`src/hw/rtl/ahs_pkg.sv`:
```
package ahs_pkg;

	// Default sizes.
	localparam int LEVEL_COUNT_DEF = 256;
	localparam int COORD_BITS_DEF  = 16;

	// Fixed field widths.
	localparam int LEVEL_W = 8;
	localparam int COORD_W = 16;
	localparam int VAL_W   = 16;
	localparam int PIX_W   = 8;

	// Q8.8 to Q.14 shift.
	localparam int Q14_SHIFT = 6;
	localparam int Q14_W     = VAL_W + Q14_SHIFT;

	localparam logic [PIX_W-1:0] PIX_WHITE = 8'd255;
	localparam logic [PIX_W-1:0] PIX_BLACK = 8'd0;

	// Function codes of an input beat.
	localparam logic FUNC_SCREEN = 1'b0;
	localparam logic FUNC_LOAD   = 1'b1;

	// Configuration register indexes.
	typedef enum logic [1:0] {
		CFG_COS    = 2'd0,
		CFG_SIN    = 2'd1,
		CFG_RADIUS = 2'd2,
		CFG_PERIOD = 2'd3
	} cfg_idx_t;

	localparam logic [VAL_W-1:0] COS_RST    = 16'd16384;
	localparam logic [VAL_W-1:0] SIN_RST    = 16'd0;
	localparam logic [VAL_W-1:0] RADIUS_RST = 16'd512;
	localparam logic [VAL_W-1:0] PERIOD_RST = 16'd1024;

	// Side information travelling with a pixel down the pipeline.
	typedef struct packed {
		logic                 valid;
		logic                 zero_p;
		logic [VAL_W-1:0]     ds;
		logic                 neg_u;
		logic                 neg_v;
		logic [Q14_SHIFT-1:0] low_u;
		logic [Q14_SHIFT-1:0] low_v;
	} sb_t;

	// One restoring step of the remainder: shift in a bit, subtract if it fits.
	function automatic logic [VAL_W-1:0] mod_step(input logic [VAL_W-1:0] rem,
			input logic din, input logic [VAL_W-1:0] per);
		logic [VAL_W:0] trial;
		trial = {rem, din};
		if (trial >= {1'b0, per}) begin
			mod_step = VAL_W'(trial - {1'b0, per});
		end else begin
			mod_step = trial[VAL_W-1:0];
		end
	endfunction

endpackage

```
`src/hw/rtl/ahs_table.sv`:
```
module ahs_table import ahs_pkg::*; #(
	parameter int LEVEL_COUNT = LEVEL_COUNT_DEF
) (
	input  logic                           clk,
	input  logic                           wr_en,
	input  logic [$clog2(LEVEL_COUNT)-1:0] wr_addr,
	input  logic [VAL_W-1:0]               wr_data,
	input  logic                           rd_en,
	input  logic [$clog2(LEVEL_COUNT)-1:0] rd_addr,
	output logic [VAL_W-1:0]               rd_data
);

	logic [VAL_W-1:0] mem [LEVEL_COUNT];
	logic [VAL_W-1:0] rd_q;

	// Single write port, registered read port.
	always_ff @(posedge clk) begin
		if (wr_en) begin
			mem[wr_addr] <= wr_data;
		end
		if (rd_en) begin
			rd_q <= mem[rd_addr];
		end
	end

	assign rd_data = rd_q;

endmodule

```
`config.mk`:
```
export PLATFORM = sky130hd
export DESIGN_NAME = ahs_table
export DESIGN_NICKNAME = d
export VERILOG_FILES = /design/src/hw/rtl/ahs_pkg.sv /design/src/hw/rtl/ahs_table.sv
export SDC_FILE = /design/constraint.sdc
export NUM_CORES = 2
export LEC_CHECK = 0
export CORE_UTILIZATION = 35
export DETAILED_ROUTE_END_ITERATION = 8
export DONT_BUFFER_PORTS = 1
export GPL_ROUTABILITY_DRIVEN = 0
export PLACE_DENSITY_LB_ADDON = 0.05
export SLEW_MARGIN = 20
export SYNTH_ARGS = -nofsm -noshare
export SYNTH_HDL_FRONTEND = slang
export SYNTH_SLANG_ARGS = --single-unit
```
`constraint.sdc`:
```
create_clock -name clk -period 3.7 [get_ports clk]
set_input_delay 0.74 -clock clk [delete_from_list [all_inputs] [get_ports clk]]
set_output_delay 0.74 -clock clk [all_outputs]
set_load 0.01 [all_outputs]
```
# After elaboration in Yosys (flattened, before gate mapping)
# Memories as Yosys holds them, arrays and structs flattened. A register that Yosys moved wholly into a read port is not among the register bits.
# Cells that the tools add are included.
# classes
addsub	0
mul	0
div_mod_pow	0
magnitude_cmp	0
eq_ne	0
shifts	0
n_mux	2
bitwise_logic	0
reduce_logical	0
# op_table
op	n
$mux W1	2
# word_totals
reg_bits	0
latch_bits	0
ramBits	4096
mem_bits_ro	0
inputBits	35
out_inout_bits	16
n_memories	1
# mem_list
memory	depth	word_bits	read_ports	rd_clocked_by_memory_dff	write_ports	line	rtl
mem	256	16	1	1	1	ahs_table.sv:13	logic [VAL_W-1:0] mem [LEVEL_COUNT];

# Depth between registers and ports, before layout
# depth
depth_word	2
ltp_mapped	12
mapped_depth_nobuf	6

# Least setup slack after synthesis
# No wires, ideal clock.
# synth_path
path_type	input port to flip-flop
startpoint	input port rd_addr[0]
endpoint	register rd_q[4] (netlist: rd_data[4]), read port of mem (data pin)
setup_time_ns	0.265
t_arrival_ns	2.724
slack_ns	0.711
path_stages	8
n_path_buf	3
path_cell_list	buf_6 buf_6 buf_2 mux4_2 mux4_2 a22o_1 o32ai_2 nor4_2
# synth_lines
item	line	rtl
start: declaration	ahs_table.sv:9	input logic [$clog2(LEVEL_COUNT)-1:0] rd_addr,
end: declaration	ahs_table.sv:14	logic [VAL_W-1:0] rd_q;

==> flow_summary.ini <==
[outcome]
run_status = complete, but fails checks
violations_in_the_final_reports = max-slew violations, negative setup slack

[synth]
synth-edff-count = 4112
synthesis.instances = 7360
async_reset_ff_share_pct = 0
syn-num-nets = 7395
synth_area_leader_cell = sky130_fd_sc_hd__edfxtp_1
synthFlopType = sky130_fd_sc_hd__edfxtp_1
seq_area_frac_synth_pct = 77.7
synth_cell_types = 51
synthesis.area_sq_um = 159000
post_synth_main_area_contributors = sky130_fd_sc_hd__edfxtp_1 78%, sky130_fd_sc_hd__mux4_2 11%, sky130_fd_sc_hd__mux2i_1 3.6%
synth_largest_type_area_fraction_pct = 77.7
syn_avg_cell_area_sq_um = 21.6
yosys_warnings = 0
synth.ff_latch_count = 4112

[finish]
final_common_cell = sky130_fd_sc_hd__edfxtp_1
post_route_cells_drive_above_1_share_pct = 29.8
areaGrowthSynthToFinish_pct = 17.8
leading_cell_types_in_the_layout_fill_and_taps_excluded = 4112 x sky130_fd_sc_hd__edfxtp_1, 797 x sky130_fd_sc_hd__mux4_2, 680 x sky130_fd_sc_hd__buf_4, 565 x sky130_fd_sc_hd__mux2i_1, 473 x sky130_fd_sc_hd__clkbuf_16
postLayoutCellArea_sq_um = 187000
fillers = 39600
nets = 8221

[power_and_ir_drop]
power_leakage_nw = 59.6
max-vdd-ir-drop_uv = 383
power_dens_cells_nw_per_um2 = 539

[grt]
grtUsageTotal_pct = 22.3
gr-total-overflow = 0
maximum_number_of_pins_on_one_net_before_global_route_repair = 738
global_route_wire_length_before_repair_um = 703000
antenna_violations_before_repair = 34
number_of_global_route_vias_before_repair = 81500

[die]
start_util_pct = 35.1
core_region_area_sq_um = 452000
ioPinCount = 51
rows = 247
dieHeight_um = 676
die-area_sq_um = 457000
die_w_um = 676

[cts]
cts.path.max_buffers = 4
tritoncts.num_buffers = 459
clkSlewWorstSetupHoldPaths_ns = 0.06
clock_sinks = 4112
tritoncts = built
clock_tree.htree_level_count = 5
insertion_delay_ns = 1.02
clock-root-buffer = sky130_fd_sc_hd__clkbuf_16

[sta]
max-slew-margin-rel_pct = -12.9
min_period_over_period_pct = 103
setup_slack_ns = -0.0968
finalMaxSlewViolations = 181
rsz0062_at_grt = yes
max_clock_freq_mhz = 263
timing_worst_slew_pin_value_ns = 1.69
finClkSkew_ns = 0.0560
finalHoldViolCount = 0
hold_slack_ns = 0.0710
setup_violations = 1
period_minus_slack_ns = 3.80

[route]
viasPerCell = 5.54
detailroute.via_count = 80700
detail_route.first_pass.iterations = 9
detail_route.iter0.violations = 8746
post_drt_wl_per_cell_um = 35.7
drt_wl_total_um = 520000
post_route_drc = 0
detail-route-antenna-nets = 0

[job]
drv.max_cap_violation_count = 0

[placed_design]
place_area_sq_um = 171000
hpwlAfterDp_um = 270000
portBuffers = 0

[worst_setup_path]
critPathArrivalTime_ns = 4.56
path_max_fanout = 87
r2r_cells = 6
worst-setup-path-type = in2reg
crit_path_start_kind = input port
cp.required_ns = 4.47
end_kind = flop

[worst_hold_path]
whs_path_depth = 1
class_of_the_tightest_hold_or_removal_check = in2reg
[critical path, cell delays in order]
cell and delay [ns]:
sky130_fd_sc_hd__buf_16 0.30, sky130_fd_sc_hd__buf_16 0.31, sky130_fd_sc_hd__buf_16 0.29, sky130_fd_sc_hd__or2_4 0.28
sky130_fd_sc_hd__buf_12 0.35, sky130_fd_sc_hd__buf_4 0.33, sky130_fd_sc_hd__o221ai_1 0.19, sky130_fd_sc_hd__buf_4 0.20
sky130_fd_sc_hd__o22ai_1 0.31, sky130_fd_sc_hd__a21oi_1 0.21, sky130_fd_sc_hd__buf_4 0.20, sky130_fd_sc_hd__nand4_1 0.18
sky130_fd_sc_hd__buf_4 0.19, sky130_fd_sc_hd__nor4_1 0.05
[power breakdown]
group	switching, mW	internal [mW]	leakage, nW
logic	2.96	1.98	15.6
clock network	18.9	25.5	7.06
registers	0.0940	51.4	37.0
total	21.9	78.9	59.6
[kinds of logic (layout without fill, tap and decap cells)]
| family | count (synthesis) | count (layout) | synth area share [%] |
|---|---|---|---|
| AOI/OAI and AO/OA | 786 | 786 | 3.53 |
| DFF | 4112 | 4112 | 77.7 |
| buffers and inverters | 456 | 1663 | 1.69 |
| and+or+nand+nor | 556 | 556 | 1.57 |
| other | 0 | 12 | 0 |
| muxes | 1450 | 1450 | 15.5 |
[synthesized netlist by cell type (28+ instances only)]
cell and count:
sky130_fd_sc_hd__a21oi_1 175, sky130_fd_sc_hd__a22o_1 32, sky130_fd_sc_hd__clkbuf_1 230, sky130_fd_sc_hd__nand2_1 38, sky130_fd_sc_hd__nor2_1 304, sky130_fd_sc_hd__o22ai_1 148, sky130_fd_sc_hd__buf_6 77, sky130_fd_sc_hd__o21ai_0 37
sky130_fd_sc_hd__mux4_2 797, sky130_fd_sc_hd__nand3_1 35, sky130_fd_sc_hd__mux2i_1 565, sky130_fd_sc_hd__mux2_2 88, sky130_fd_sc_hd__buf_2 76, sky130_fd_sc_hd__o221ai_1 252, sky130_fd_sc_hd__nor3_1 92, sky130_fd_sc_hd__a22oi_1 43
sky130_fd_sc_hd__edfxtp_1 4112, sky130_fd_sc_hd__a221oi_1 28
[what timing repair did]
item | in CTS | in global routing
pin swaps | 0 | 1
hold buffers | 31 | 3
endpoints found under the hold margin | 1542 | 30
endpoints found under the setup margin | 16 | 16
buffers inserted | 0 | 3
cloned | 17 | 9
gates resized for setup | 4 | 1
[path summary, 6_finish.rpt]
check	from	end	slack, ns
max	rd_addr[1]	rd_data[3]	-0.1
min	wr_data[3]	mem[214][3]	0.07
max reg2reg	mem[20][7]	rd_data[7]	0.89
min reg2reg	mem[98][15]	rd_data[15]	1.11
[final cells by class]
type                            instances  area [sq um]  area share [%]
Antenna cell                           12          30.0          0.0160
Clock buffer                          567         12000            6.41
Clock inverter                        275          2440            1.30
Inverter                                4          27.5          0.0147
Multi-Input combinational cell       2792         33400            17.9
Sequential cell                      4112        123000            66.0
Tap cell                             5976          7480            4.00
Timing Repair Buffer                  817          8270            4.42
[sequential cells by signal, summed over array words and instances (netlist names)]
name	count
rd_data	16
mem	4096
[per-layer routing]
metal,vias to the layer above,track usage (%),part of all wire [%]
met3,538,3.07,5.5
li1,33000,-,-
met1,44600,32.5,45
met2,2519,35.9,48
met5,-,0,0
met4,0,4.58,2.1
[stage by stage]
step            TNS, ns  worst slack [ns]  util (%)  total power [mW]  instances
3_5_place_dp     -52.56             -3.48      37.8              56.6      13600
6_report        -0.0968           -0.0968      41.4               101      14600
4_1_cts               0            0.0529      41.3               102      14500
3_3_place_gp     -49.94             -3.28      37.8              56.6      13600
5_1_grt        -0.00458          -0.00458      41.4               104      14500
2_1_floorplan         0             0.711         -              54.9       7360
No activity file was read; power rests on OpenSTA's default activity.
