### src/hw/rtl/ahs_pkg.sv
package ahs_pkg;

	// Default sizes.
	localparam int LEVEL_COUNT_DEF = 256;
	localparam int COORD_BITS_DEF  = 16;

	// Fixed field widths.
	localparam int LEVEL_W = 8;
	localparam int COORD_W = 16;
	localparam int VAL_W   = 16;
	localparam int PIX_W   = 8;

	// Q8.8 to Q.14 shift.
	localparam int Q14_SHIFT = 6;
	localparam int Q14_W     = VAL_W + Q14_SHIFT;

	localparam logic [PIX_W-1:0] PIX_WHITE = 8'd255;
	localparam logic [PIX_W-1:0] PIX_BLACK = 8'd0;

	// Function codes of an input beat.
	localparam logic FUNC_SCREEN = 1'b0;
	localparam logic FUNC_LOAD   = 1'b1;

	// Configuration register indexes.
	typedef enum logic [1:0] {
		CFG_COS    = 2'd0,
		CFG_SIN    = 2'd1,
		CFG_RADIUS = 2'd2,
		CFG_PERIOD = 2'd3
	} cfg_idx_t;

	localparam logic [VAL_W-1:0] COS_RST    = 16'd16384;
	localparam logic [VAL_W-1:0] SIN_RST    = 16'd0;
	localparam logic [VAL_W-1:0] RADIUS_RST = 16'd512;
	localparam logic [VAL_W-1:0] PERIOD_RST = 16'd1024;

	// Side information travelling with a pixel down the pipeline.
	typedef struct packed {
		logic                 valid;
		logic                 zero_p;
		logic [VAL_W-1:0]     ds;
		logic                 neg_u;
		logic                 neg_v;
		logic [Q14_SHIFT-1:0] low_u;
		logic [Q14_SHIFT-1:0] low_v;
	} sb_t;

	// One restoring step of the remainder: shift in a bit, subtract if it fits.
	function automatic logic [VAL_W-1:0] mod_step(input logic [VAL_W-1:0] rem,
			input logic din, input logic [VAL_W-1:0] per);
		logic [VAL_W:0] trial;
		trial = {rem, din};
		if (trial >= {1'b0, per}) begin
			mod_step = VAL_W'(trial - {1'b0, per});
		end else begin
			mod_step = trial[VAL_W-1:0];
		end
	endfunction

endpackage

### src/hw/rtl/ahs_mod_pipe.sv
module ahs_mod_pipe import ahs_pkg::*; #(
	parameter int NW = COORD_BITS_DEF + 11
) (
	input  logic             clk,
	input  logic             arst_n,
	input  logic             en,
	input  logic [VAL_W-1:0] period,
	input  logic [NW-1:0]    nu,
	input  logic [NW-1:0]    nv,
	input  sb_t              sb_in,
	output logic [VAL_W-1:0] rem_u,
	output logic [VAL_W-1:0] rem_v,
	output sb_t              sb_out
);

	logic [VAL_W-1:0] ru_q [NW];
	logic [VAL_W-1:0] rv_q [NW];
	logic [NW-1:0]    nu_q [NW];
	logic [NW-1:0]    nv_q [NW];
	sb_t              sb_q [NW];

	// One quotient bit per stage, most significant first, both lanes at once.
	for (genvar k = 0; k < NW; k++) begin : g_stage
		logic [VAL_W-1:0] ru_prev, rv_prev;
		logic [NW-1:0]    nu_prev, nv_prev;
		sb_t              sb_prev;

		if (k == 0) begin : g_first
			assign ru_prev = '0;
			assign rv_prev = '0;
			assign nu_prev = nu;
			assign nv_prev = nv;
			assign sb_prev = sb_in;
		end else begin : g_next
			assign ru_prev = ru_q[k-1];
			assign rv_prev = rv_q[k-1];
			assign nu_prev = nu_q[k-1];
			assign nv_prev = nv_q[k-1];
			assign sb_prev = sb_q[k-1];
		end

		always_ff @(posedge clk) begin
			if (en) begin
				ru_q[k] <= mod_step(ru_prev, nu_prev[NW-1-k], period);
				rv_q[k] <= mod_step(rv_prev, nv_prev[NW-1-k], period);
				nu_q[k] <= nu_prev;
				nv_q[k] <= nv_prev;
			end
		end

		always_ff @(posedge clk or negedge arst_n) begin
			if (!arst_n) begin
				sb_q[k] <= '0;
			end else if (en) begin
				sb_q[k] <= sb_prev;
			end
		end
	end

	assign rem_u  = ru_q[NW-1];
	assign rem_v  = rv_q[NW-1];
	assign sb_out = sb_q[NW-1];

endmodule

### config.mk
export PLATFORM = sky130hd
export DESIGN_NAME = ahs_mod_pipe
export DESIGN_NICKNAME = d
export VERILOG_FILES = /design/src/hw/rtl/ahs_pkg.sv /design/src/hw/rtl/ahs_mod_pipe.sv
export SDC_FILE = /design/constraint.sdc
export NUM_CORES = 2
export LEC_CHECK = 0
export BUFFER_PORTS_ARGS = -buffer_cell sky130_fd_sc_hd__buf_2
export CAP_MARGIN = 0
export CORE_MARGIN = 3
export CORE_UTILIZATION = 53
export DETAILED_ROUTE_END_ITERATION = 8
export GPL_TIMING_DRIVEN = 0
export PLACE_DENSITY = 0.69
export RECOVER_POWER = 100
export SLEW_MARGIN = 5
export SYNTH_ARGS = -nofsm -noshare
export SYNTH_HDL_FRONTEND = slang
export SYNTH_SLANG_ARGS = --single-unit
### constraint.sdc
create_clock -name clk -period 3.6 [get_ports clk]
set_input_delay 0.54 -clock clk [delete_from_list [all_inputs] [get_ports clk]]
set_output_delay 0.54 -clock clk [all_outputs]
set_load 0.05 [all_outputs]
=== Word-level counts from Yosys, hierarchy flattened ===
Memories as Yosys holds them, arrays and structs flattened.
Index checks and enable logic that the tools add are counted.

* Register bits after elaboration: 864
* Memory bits (writable): 2322
* Output and inout bits: 64
* Memories: 4

{| class="wikitable"
|+ Memories
! name !! depth !! bits a word !! read ports !! clocked after memory_dff !! wr ports !! line !! source
|-
| nu_q || 27 || 27 || 26 || 0 || 27 || ahs_mod_pipe.sv:18 || <nowiki>logic [NW-1:0] nu_q [NW];</nowiki>
|-
| nv_q || 27 || 27 || 26 || 0 || 27 || ahs_mod_pipe.sv:19 || <nowiki>logic [NW-1:0] nv_q [NW];</nowiki>
|-
| ru_q || 27 || 16 || 27 || 0 || 27 || ahs_mod_pipe.sv:16 || <nowiki>logic [VAL_W-1:0] ru_q [NW];</nowiki>
|-
| rv_q || 27 || 16 || 27 || 0 || 27 || ahs_mod_pipe.sv:17 || <nowiki>logic [VAL_W-1:0] rv_q [NW];</nowiki>
|}

* Add/sub/neg operators: 54
* $lt $le $gt $ge: 54
* Mux-type cells: 110

{| class="wikitable"
|+ Operators by type and width
! cell !! number
|-
| two-way mux 16 bit || 108
|-
| greater-or-equal comparator 17 x 16 -> 1 bit || 52
|-
| subtractor 16 bit || 52
|-
| greater-or-equal comparator 1 x 16 -> 1 bit || 2
|-
| subtractor 1 x 16 -> 16 bit || 2
|-
| two-way mux 1 bit || 2
|}

=== Longest topological paths before layout ===
An unclocked memory read counts as a cell.

* Depth after elaboration: 4
* Mapped depth: 13

=== Worst setup path after synthesis ===
Ideal clock, no wire load.

* Kind: in2reg
* Start point: input period[1]
* End point: memory rv_q[11][6], in the netlist rv_q[0][182] (data pin)
* Library setup time: 260 ps
* Arrival: 6337 ps
* Required time: 3340 ps
* Slack: -2997 ps
* Stages: 12
* Buffers on the path: 1
* Path through: inv_1 > ha_1 > nor2b_4 > o21bai_4 > nand4b_4 > a211oi_2 > o41a_2 > o21ai_2 > o2111a_1 > a2111oi_4 > buf_6 > mux2_4

{| class="wikitable"
|+ RTL lines
! element !! line !! source
|-
| start: declaration || ahs_mod_pipe.sv:7 || <nowiki>input logic [VAL_W-1:0] period,</nowiki>
|-
| end: declaration || ahs_mod_pipe.sv:17 ||
|}

==> impl_results.md <==
* Mapped Cells at 9493
* Top-area cell type share of the netlist area at 37.6%
* Mapped Avg Cell Area at 13.2 sq um
* Clock root buffer: clkbuf_16
* F_max at 283 MHz
* Max Transition Viols Final at 503
* M3 GR Usage at 2.70%
* Htree depth at 5
* Reg2reg setup slack at 0.14 ns
* Synth cell types at 98
* Site row count at 177
* GPL Wtd Cong at 0.866
* Clk_skew at 0.0760 ns
* Register area share after synthesis at 54.9%
* Vias in the first global route at 78.9k
* # DRC at 0
* Worst hold slack at 0.0880 ns
* Initial antenna violation count at 4
* Synth Cell Area at 125000 sq um
* Max VDD drop at 0.521 mV
* Worst Setup EP: rv_q[1][13]
* YS warnings at 0
* Sw Pwr at 44.0 mW
* Int Power at 88.3 mW
* Slew HR at -56.7%
* Busiest grt layer: met2
* Finished layout cell area at 143000 sq um
* Die area at 242000 sq um
* Global-route wire length before repair at 415000 um
* DR vias at 76.8k
* Die Wd at 492 um
* HPWL after detailed placement at 175000 um
* # nets final at 11.1k
* Post-DP Area at 133000 sq um
* Reg clk slew, reported paths at 0.06 ns
* Worst setup EP type: flop
* Failing checks: max-capacitance violations, max-slew violations
* CP Launch Type: primary input
* CTS tree: yes
* Final Cycle Share at 98.2%
* DRT antenna net count at 0
* GR Layer Usage met1 at 27.9%
* Layout area overhead at 14.3%
* Io pins at 169
* Sequential share of power at 35.9%
* R2R Path Start: nu_q[0][337]
* Iter 0 DRT Violations at 4438
* Sink Count at 2430
* DR vias/cell at 5.73
* Critical path peak fanout at 35
* Clock Latency Late Sink at 0.93 ns
* Worst Tran Pin Value at 2.35 ns
* Met2 Use GR at 35.9%
* Static Leakage at 57.9 nW
* Clk pwr share at 21.3%
* Min Tclk post-route at 3.53 ns
* Dominant cell type by area after synthesis: edfxtp_1
* Final setup vio count at 0
* Placed Cells at 12.8k
* Asr flop ratio synth at 35.6%
* Largest net degree at the start of global routing at 180
* Post-synth EDFFs at 1566
* Top cells by area, synth: edfxtp_1 38%, dfrtp_1 17%, mux2_2 13%
* Fin. Hold Viols at 0
* WL final at 258000 um
* Most frequent cells in the layout: 1566 x edfxtp_1, 1194 x mux2_2, 864 x dfrtp_1
* Max Cap Violations at 4
* Crit path DAT at 4.16 ns
* Overflow after GRT at 0
* Synth Flop Type: edfxtp_1
* Status: finished with violations
* TritonCTS Buffers at 277
* Initial Util at 53.5%
* Tot GR Track Use at 21.1%
* Final Power at 132 mW
* HP Class: in2reg
* Non-filler instance count after layout at 13.4k
* Clock Tree Buf Depth at 4
* Synth Register Bits at 2430
* Syn nets at 10.5k
* Power per Cell Area at 926 nW/um^2
* Worst endpoint required time at 4.23 ns
* Sw Ratio at 33.3%
* RSZ-0062 raised after global routing: yes
* Gate power share at 42.8%
* # port buffers at 168
* R2r endpoint: ru_q[0][222]
* Die Height at 492 um
* Setup crit start: period[10]
* Worst r2r path cells at 13
* DRT Pass-1 Iters at 6
* Fraction of layout cells with a size suffix above 1 at 22.6%
* Final core occ at 61.2%
* Wire length per cell at 19.2 um
* Critical path type: in2reg
* Most common cell after layout, fill and taps aside: edfxtp_1
* Area of the core at 233000 sq um
[worst max-delay path: stages]
cell      delay (ns)
clkbuf_1        0.12
inv_2           0.62
buf_16          0.34
ha_1            0.31
nand2_1         0.11
nor4_1          0.45
o31ai_1         0.23
a31oi_1         0.21
o32a_1          0.16
clkbuf_1        0.39
buf_6           0.23
mux2_2          0.35
[final cells by class]
| type | instances | area (sq um) |
|---|---|---|
| sequential | 2430 | 68600 |
| buffer | 204 | 1350 |
| tap | 3132 | 3920 |
| multi-input combinational | 6576 | 56000 |
| fill | 17700 | 90600 |
| clock inverter | 123 | 1390 |
| inverter | 283 | 1110 |
| timing repair buffer | 309 | 2660 |
| timing repair inverter | 1 | 7.51 |
| antenna | 2 | 5.00 |
| clock buffer | 357 | 7750 |
[how the worst min path moves through the flow]
stage                     cells past startpoint  slack (ns)                endpoint         start
final                                         1        0.09             rv_q[0][21]            en
after global routing                          1        0.07             rv_q[0][21]            en
after CTS                                     1        0.04             rv_q[0][21]            en
after detailed placement                      0        0.40            nu_q[0][139]  nu_q[0][112]
after global placement                        0        0.40             nv_q[0][97]   nv_q[0][70]
after floorplan                               0        0.24  g_stage[10].sb_prev[0]        arst_n
[routing by layer]
layer | vias to the layer above | part of all wire, %
met5 | - | 0.0050
met4 | 2 | 3.5
met3 | 535 | 3.5
met2 | 1484 | 49
met1 | 37800 | 44
li1 | 37000 | -
[state kept, by name, summed over array words and instances (netlist names)]
name,cells
nu_q,351
nv_q,351
sb_out,32
g_stage.sb_prev,832
ru_q,432
rv_q,432
[through the flow]
stage,setup WS [ns],TNS (ns)
2_1_floorplan,-1.75,-1166.41
3_3_place_gp,-23.34,-
3_5_place_dp,-1.62,-1010.86
4_1_cts,-0.00557,-0.00557
5_1_grt,-0.0171,-0.179
6_report,0.0662,0
[synthesized netlist by cell type, types with 162 or more instances]
cell type,number
edfxtp_1,1566
mux2_2,1417
dfrtp_1,864
ha_1,836
a21oi_1,538
nor2_1,504
xnor2_1,396
nand2_1,370
o21ai_0,360
inv_1,283
a21o_1,231
xor2_1,219
nor3_1,162
[what timing repair did]
item,in CTS,in global routing
setup buffers,2,15
hold buffers,87,0
endpoints found under the hold margin,321,0
pin swaps,0,9
endpoints found under the setup margin,374,74
gates cloned,1,0
gates resized for setup,4,12
[kinds of logic (layout without fill, tap and decap cells)]
group           Yosys count  count (layout)  share of synthesized area (%)
compound gates         1892            1892                           9.95
xor+xnor                615             615                           4.31
fa+ha+maj               888             888                           9.21
buf+inv                 487            1277                           1.55
flops                  2430            2430                           54.9
mux                    1500            1500                           13.5
other cells               0               2                              0
simple gates           1681            1681                           6.51
[power groups by stage]
stage                     Clock, mW  Combinational [mW]  Sequential [mW]
after floorplan                   0                45.0             46.9
after global placement            0                54.9             48.7
after detailed placement          0                56.4             48.0
after CTS                      28.9                57.0             47.6
after global routing           30.0                62.4             48.6
final                          28.1                56.6             47.5
Note: power is estimated with default switching activity, not from simulation.
