==> config.mk <==
export PLATFORM = sky130hd
export DESIGN_NAME = ahs_dist
export DESIGN_NICKNAME = d
export VERILOG_FILES = /design/src/hw/rtl/ahs_pkg.sv /design/src/hw/rtl/ahs_dist.sv
export SDC_FILE = /design/constraint.sdc
export NUM_CORES = 2
export LEC_CHECK = 0
export ABC_AREA = 1
export BUFFER_PORTS_ARGS = -buffer_cell sky130_fd_sc_hd__buf_2
export CORE_MARGIN = 1
export CORE_UTILIZATION = 60
export CTS_BUF_LIST = sky130_fd_sc_hd__clkbuf_8
export DETAILED_ROUTE_END_ITERATION = 8
export GPL_TIMING_DRIVEN = 0
export PLACE_DENSITY = 0.75
export SLEW_MARGIN = 20
export SYNTH_ARGS = -nofsm -noshare
export SYNTH_HDL_FRONTEND = slang
export SYNTH_SLANG_ARGS = --single-unit
==> constraint.sdc <==
create_clock -name clk -period 9.3 [get_ports clk]
set_clock_uncertainty 0.05 [all_clocks]
set_input_delay 0.465 -clock clk [delete_from_list [all_inputs] [get_ports clk]]
set_output_delay 0.465 -clock clk [all_outputs]
set_load 0.02 [all_outputs]
==> src/hw/rtl/ahs_pkg.sv <==
package ahs_pkg;

	// Default sizes.
	localparam int LEVEL_COUNT_DEF = 256;
	localparam int COORD_BITS_DEF  = 16;

	// Fixed field widths.
	localparam int LEVEL_W = 8;
	localparam int COORD_W = 16;
	localparam int VAL_W   = 16;
	localparam int PIX_W   = 8;

	// Q8.8 to Q.14 shift.
	localparam int Q14_SHIFT = 6;
	localparam int Q14_W     = VAL_W + Q14_SHIFT;

	localparam logic [PIX_W-1:0] PIX_WHITE = 8'd255;
	localparam logic [PIX_W-1:0] PIX_BLACK = 8'd0;

	// Function codes of an input beat.
	localparam logic FUNC_SCREEN = 1'b0;
	localparam logic FUNC_LOAD   = 1'b1;

	// Configuration register indexes.
	typedef enum logic [1:0] {
		CFG_COS    = 2'd0,
		CFG_SIN    = 2'd1,
		CFG_RADIUS = 2'd2,
		CFG_PERIOD = 2'd3
	} cfg_idx_t;

	localparam logic [VAL_W-1:0] COS_RST    = 16'd16384;
	localparam logic [VAL_W-1:0] SIN_RST    = 16'd0;
	localparam logic [VAL_W-1:0] RADIUS_RST = 16'd512;
	localparam logic [VAL_W-1:0] PERIOD_RST = 16'd1024;

	// Side information travelling with a pixel down the pipeline.
	typedef struct packed {
		logic                 valid;
		logic                 zero_p;
		logic [VAL_W-1:0]     ds;
		logic                 neg_u;
		logic                 neg_v;
		logic [Q14_SHIFT-1:0] low_u;
		logic [Q14_SHIFT-1:0] low_v;
	} sb_t;

	// One restoring step of the remainder: shift in a bit, subtract if it fits.
	function automatic logic [VAL_W-1:0] mod_step(input logic [VAL_W-1:0] rem,
			input logic din, input logic [VAL_W-1:0] per);
		logic [VAL_W:0] trial;
		trial = {rem, din};
		if (trial >= {1'b0, per}) begin
			mod_step = VAL_W'(trial - {1'b0, per});
		end else begin
			mod_step = trial[VAL_W-1:0];
		end
	endfunction

endpackage

==> src/hw/rtl/ahs_dist.sv <==
module ahs_dist import ahs_pkg::*; (
	input  logic             clk,
	input  logic             arst_n,
	input  logic             en,
	input  logic [VAL_W-1:0] period,
	input  logic [VAL_W-1:0] radius,
	input  logic [VAL_W-1:0] rem_u,
	input  logic [VAL_W-1:0] rem_v,
	input  sb_t              sb,
	output logic             pix_valid,
	output logic [PIX_W-1:0] pix
);

	localparam int DW = Q14_W + 2;

	logic [Q14_W-1:0]      p14, r14, ru, rv, wu, wv;
	logic signed [DW-1:0]  dx, dy;
	logic signed [DW-1:0]  dx_sa, dy_sa;
	logic [Q14_W-1:0]      ds_sa;
	logic                  valid_sa, zero_sa;
	logic [2*DW-1:0]       dx2_sb, dy2_sb;
	logic [2*Q14_W-1:0]    ds2_sb;
	logic                  valid_sb, zero_sb;
	logic [2*DW:0]         dist2;
	logic                  valid_q;
	logic [PIX_W-1:0]      pix_q;

	// Positive remainder and re-centring on the cell.
	always_comb begin
		p14 = {period, {Q14_SHIFT{1'b0}}};
		r14 = {radius, {Q14_SHIFT{1'b0}}};
		ru  = {rem_u, sb.low_u};
		rv  = {rem_v, sb.low_v};
		wu  = (sb.neg_u && ru != '0) ? p14 - ru : ru;
		wv  = (sb.neg_v && rv != '0) ? p14 - rv : rv;
		dx  = signed'({2'b00, wu}) - signed'({2'b00, r14});
		dy  = signed'({2'b00, wv}) - signed'({2'b00, r14});
	end

	always_ff @(posedge clk) begin
		if (en) begin
			dx_sa <= dx;
			dy_sa <= dy;
			ds_sa <= {sb.ds, {Q14_SHIFT{1'b0}}};
		end
	end

	// Squares.
	always_ff @(posedge clk) begin
		if (en) begin
			dx2_sb <= (2*DW)'(dx_sa * dx_sa);
			dy2_sb <= (2*DW)'(dy_sa * dy_sa);
			ds2_sb <= ds_sa * ds_sa;
		end
	end

	always_ff @(posedge clk or negedge arst_n) begin
		if (!arst_n) begin
			valid_sa <= 1'b0;
			zero_sa  <= 1'b0;
			valid_sb <= 1'b0;
			zero_sb  <= 1'b0;
		end else if (en) begin
			valid_sa <= sb.valid;
			zero_sa  <= sb.zero_p;
			valid_sb <= valid_sa;
			zero_sb  <= zero_sa;
		end
	end

	// Compare and output register.
	assign dist2 = {1'b0, dx2_sb} + {1'b0, dy2_sb};

	always_ff @(posedge clk) begin
		if (en) begin
			pix_q <= (!zero_sb && dist2 <= (2*DW+1)'(ds2_sb)) ? PIX_WHITE : PIX_BLACK;
		end
	end

	always_ff @(posedge clk or negedge arst_n) begin
		if (!arst_n) begin
			valid_q <= 1'b0;
		end else if (en) begin
			valid_q <= valid_sb;
		end
	end

	assign pix_valid = valid_q;
	assign pix       = pix_q;

endmodule

# Yosys cells after proc, flatten, opt, wreduce, memory -nomap -nowiden
# Cells that the tools add are included.
[op_classes] add_sub_neg=5 n_mul=3 order_cmp=1 muxes=3 n_reduce_logical=6
[op_table] operator="23-bit by 23-bit multiplier with 46-bit output" n=2
[op_table] operator="48-bit by 48-bit adder with 49-bit output" n=1
[op_table] operator="49-bit by 44-bit <= comparator with 1-bit output" n=1
[op_table] operator="22-bit by 22-bit subtractor with 23-bit output" n=2
[op_table] operator="22-bit 2-to-1 mux" n=2
[op_table] operator="22-bit nonzero test" n=2
[op_table] operator="22-bit subtractor" n=2
[op_table] operator="16-bit by 16-bit multiplier with 32-bit output" n=1
[op_table] operator="8-bit 2-to-1 mux" n=1
[op_table] operator="1-bit logical AND" n=3
[op_table] operator="1-bit logical NOT" n=1
[totals] reg_bits=215 input_bits=99 output_inout_bits=9 word_cells=30

# Longest topological paths before layout
[depth] word_depth=4 mapped_depth=32 mapped_depth_nobuf=30

# Worst setup path after synthesis
# OpenSTA, ideal clock, no wires.
[synth_path] path_type="register -> register" startpoint="reg dx_sa[22] (netlist name)" endpoint="reg dx2_sb[41] (data pin)" setup_ns=0.260 arrival_ns=6.475 required_time_ns=8.990 slack_ns=2.515 stages_incl_launch_ff=24 n_path_buf=2 period_less_slack_ns=6.785 cell_sequence="edfxtp_1 clkbuf_1 clkbuf_1 nand2_1 inv_1 fa_1 fa_1 inv_1 fa_1 inv_1 fa_1 fa_1 fa_1 fa_1 ha_1 nand2_1 nor2_1 inv_1 nor4_1 nand3_1 nand3_1 nand3_1 nand2_1 xor2_1"
[synth_via] elab_chain_len=1
[synth_lines] item="23-bit by 23-bit multiplier with 46-bit output" line="ahs_dist.sv:51" text="dx2_sb <= (2*DW)'(dx_sa * dx_sa);"
[synth_lines] item="to (signal assigned)" line="ahs_dist.sv:51"
[synth_lines] item="to (decl)" line="ahs_dist.sv:21" text="logic [2*DW-1:0] dx2_sb, dy2_sb;"
# No other way between the ends.
# A chain may end at the register's enable or synchronous reset.

# Worst setup path after layout
[layout_path] startpoint="reg dy_sa[4]" endpoint="reg dy2_sb[46] (data pin)"
[layout_via] elab_chain_len=1
[layout_lines] item="from (decl)" line="ahs_dist.sv:18" text="logic signed [DW-1:0] dx_sa, dy_sa;"
[layout_lines] item="from (signal assigned)" line="ahs_dist.sv:43" text="dy_sa <= dy;"
[layout_lines] item="23-bit by 23-bit multiplier with 46-bit output" line="ahs_dist.sv:52" text="dy2_sb <= (2*DW)'(dy_sa * dy_sa);"
[layout_lines] item="to (signal assigned)" line="ahs_dist.sv:52"
[layout_lines] item="to (decl)" line="ahs_dist.sv:21"
# No other way between the ends.

==> reports/metrics.cfg <==
[run_status]
status = completed

[floorplanning]
die_w_um = 309
placementRows = 112
die_area_sq_um = 95300
die_h_um = 309
core_area_sq_um = 93200
initial_core_util = 0.605
io_pins = 108

[sta]
fmax_mhz = 117
fin_crit_sh = 0.919
worst_pin_slew_ns = 1.18
slew_violations = 0
max-slew-margin-rel = 0.214
setup_viol = 0
hold_viol = 0
holdWs_ns = 0.0458
finalCriticalPeriod_ns = 8.55
grt_setup_unrepaired = false
fin_tns_setup_ns = 0

[cells_and_area]
final_cell_mix = inv_1 (2019), fa_1 (1203), nand2_1 (1141)
final_nets = 8481
drive_above_1_share = 0.0393
fillers = 8016
multiInputGateArea_sq_um = 42500
syn_to_final_growth_pct = 4.93
final_common_cell = inv_1
regArea_sq_um = 5650

[worst_setup_path]
critical_path_arrival_ns = 8.87
r2r_slack_ns = 0.75
startpoint = dy_sa[4]
path_max_fanout = 10
cp.required_ns = 9.62
r2r-start = dy_sa[4]
end_kind = flip-flop
cp-start-kind = flip-flop
path_class = flip-flop to flip-flop
reg2reg_depth = 21
reg2reg_to = dy2_sb[46]
crit_end = dy2_sb[46]

[clock_network]
cts_setup_buffers = 0
clk_latency_ns = 0.60
cts_tree = yes
cts_sinks = 189
clk_pin_slew_ns = 0.10
ctsLongestPathBuffers = 2
clockRootBuffer = clkbuf_8
cts_resized = 0
htreeDepth = 4
cts_buffers = 17

[logic_synthesis]
synth_top_area_share = 0.427
yosys.area.top_type = fa_1
avgSynthCellArea_sq_um = 8.63
ys_seq_area_frac = 0.100
synth-edff-count = 184
synthCells = 6538
synth_ff_type = edfxtp_1
yosysUniqueCellTypes = 60
yosysWarnings = 0
synth_area_sq_um = 56400
yosys-top-cells-area = fa_1 (43%), inv_1 (13%), ha_1 (11%)
syn-num-nets = 8334
async_reset_ff_frac = 0.0265
ys_seq_elements = 189

[routing]
drt.antenna.violating_nets = 0
num_vias = 42300
via_per_inst = 5.32
drc = 0
first_pass_iters = 6
wire_per_inst_um = 18.5
drt_iter0_markers = 3381
routed_wl_mm = 147

[flow_run]
drv_cap = 0

[placed_design]
hpwlAfterDp_mm = 128
place_congestion = 1.03
io_buffers = 107

[grt]
grt_pass1_vias = 44700
grt_max_degree = 95
grt_pass1_wl_mm = 235
track_usage = 0.324
grt_busiest_layer = met2
grtUsageMet2 = 0.528
antenna_found_initial = 3
grtUsageMet3 = 0.0693
met1_usage = 0.429
grt_remaining_overflow = 0

[hold_path]
hold_path_class = input pin to flip-flop

-- how the worst min path moves through the flow --
stage                end    from  depth (start not counted)  slack [ns]
2_1_floorplan  pix_valid  arst_n                          0        0.12
3_3_place_gp     zero_sa  arst_n                          1        0.23
3_5_place_dp     zero_sa  arst_n                          1        0.24
4_1_cts         valid_sa  sb[31]                          3       0.004
5_1_grt         valid_sa  sb[31]                          3        0.04
6_report        valid_sa  sb[31]                          3        0.05
-- stage by stage --
| stage | instances | area (sq um) | util | worst slack [ns] |
|---|---|---|---|---|
| finish | 7954 | 59200 | 0.635 | 0.753 |
| global route | 7953 | 59200 | 0.635 | 0.405 |
| CTS | 7952 | 59200 | 0.635 | 0.898 |
| detailed placement | 7901 | 58600 | 0.629 | 0.933 |
| global placement | 7899 | 58500 | 0.628 | 0.981 |
| floorplan | 6538 | 56400 | - | 2.52 |
-- critical path, cell delays in order, from the launching register on --
cell and delay (ns):
edfxtp_1 0.75, clkbuf_1 0.79, nand2_1 0.11, inv_1 0.10
fa_1 0.46, fa_1 0.65, inv_1 0.24, fa_1 0.82
inv_1 0.30, fa_1 0.53, fa_1 0.57, fa_1 0.43
fa_1 0.44, ha_1 0.40, nand2_1 0.13, nor2_1 0.25
inv_1 0.14, nor4_1 0.40, nand3_1 0.13, nand3_1 0.24
a31oi_1 0.14, xor2_1 0.28
-- cell type report --
cell class / instances / share of cell area
well taps: 1254 / 0.0265
inverters: 2044 / 0.130
flip-flops and latches: 189 / 0.0954
clock buffers: 17 / 0.00395
clock inverters: 15 / 0.00306
repair buffers: 128 / 0.0134
diodes: 2 / 0.0000845
plain buffers: 145 / 0.00970
multi-input cells: 4160 / 0.718
-- routing by layer --
layer | vias to the layer above | share of wire
met5 | - | 0.00011
met4 | 2 | 0.039
met3 | 361 | 0.092
met2 | 1784 | 0.47
met1 | 20800 | 0.40
li1 | 19400 | -
-- synthesized netlist by cell type, drive strengths merged (4+ instances only) --
master	n
or2	16
nor2	277
ha	494
o21a	9
o31ai	7
a31oi	41
nand2	1151
xnor2	109
and3	4
nor3	36
edfxtp	184
clkinv	4
o22ai	4
nand4	29
xor2	149
nand3	96
a211oi	4
fa	1203
a221oi	5
o21bai	20
dfrtp	5
and2	6
a21boi	13
o2111ai	5
o211ai	9
buf	8
clkbuf	137
a21o	29
nor4	14
o21ai	141
inv	2040
a21oi	273
-- cell families after synthesis --
kind of cell | synth area share
compound gates | 0.0596
xor+xnor | 0.0401
fa+ha+maj | 0.536
buf+inv | 0.146
flops | 0.100
mux | 0.000200
other cells | 0.0000665
simple gates | 0.117
-- registers in the layout (all words and copies together) (netlist names), 16 cells and up --
name	flops
ds2_sb	31
ds_sa	16
dx2_sb	45
dx_sa	23
dy2_sb	45
dy_sa	23
-- what timing repair did --
action                     CTS  global route
hold buffers                19             0
setup endpoints to repair    0             0
hold endpoints to repair    23             0
Power is left out: the tool's default activity adds up to more than one toggle a clock period on the data nets, which glitch-free logic cannot reach.
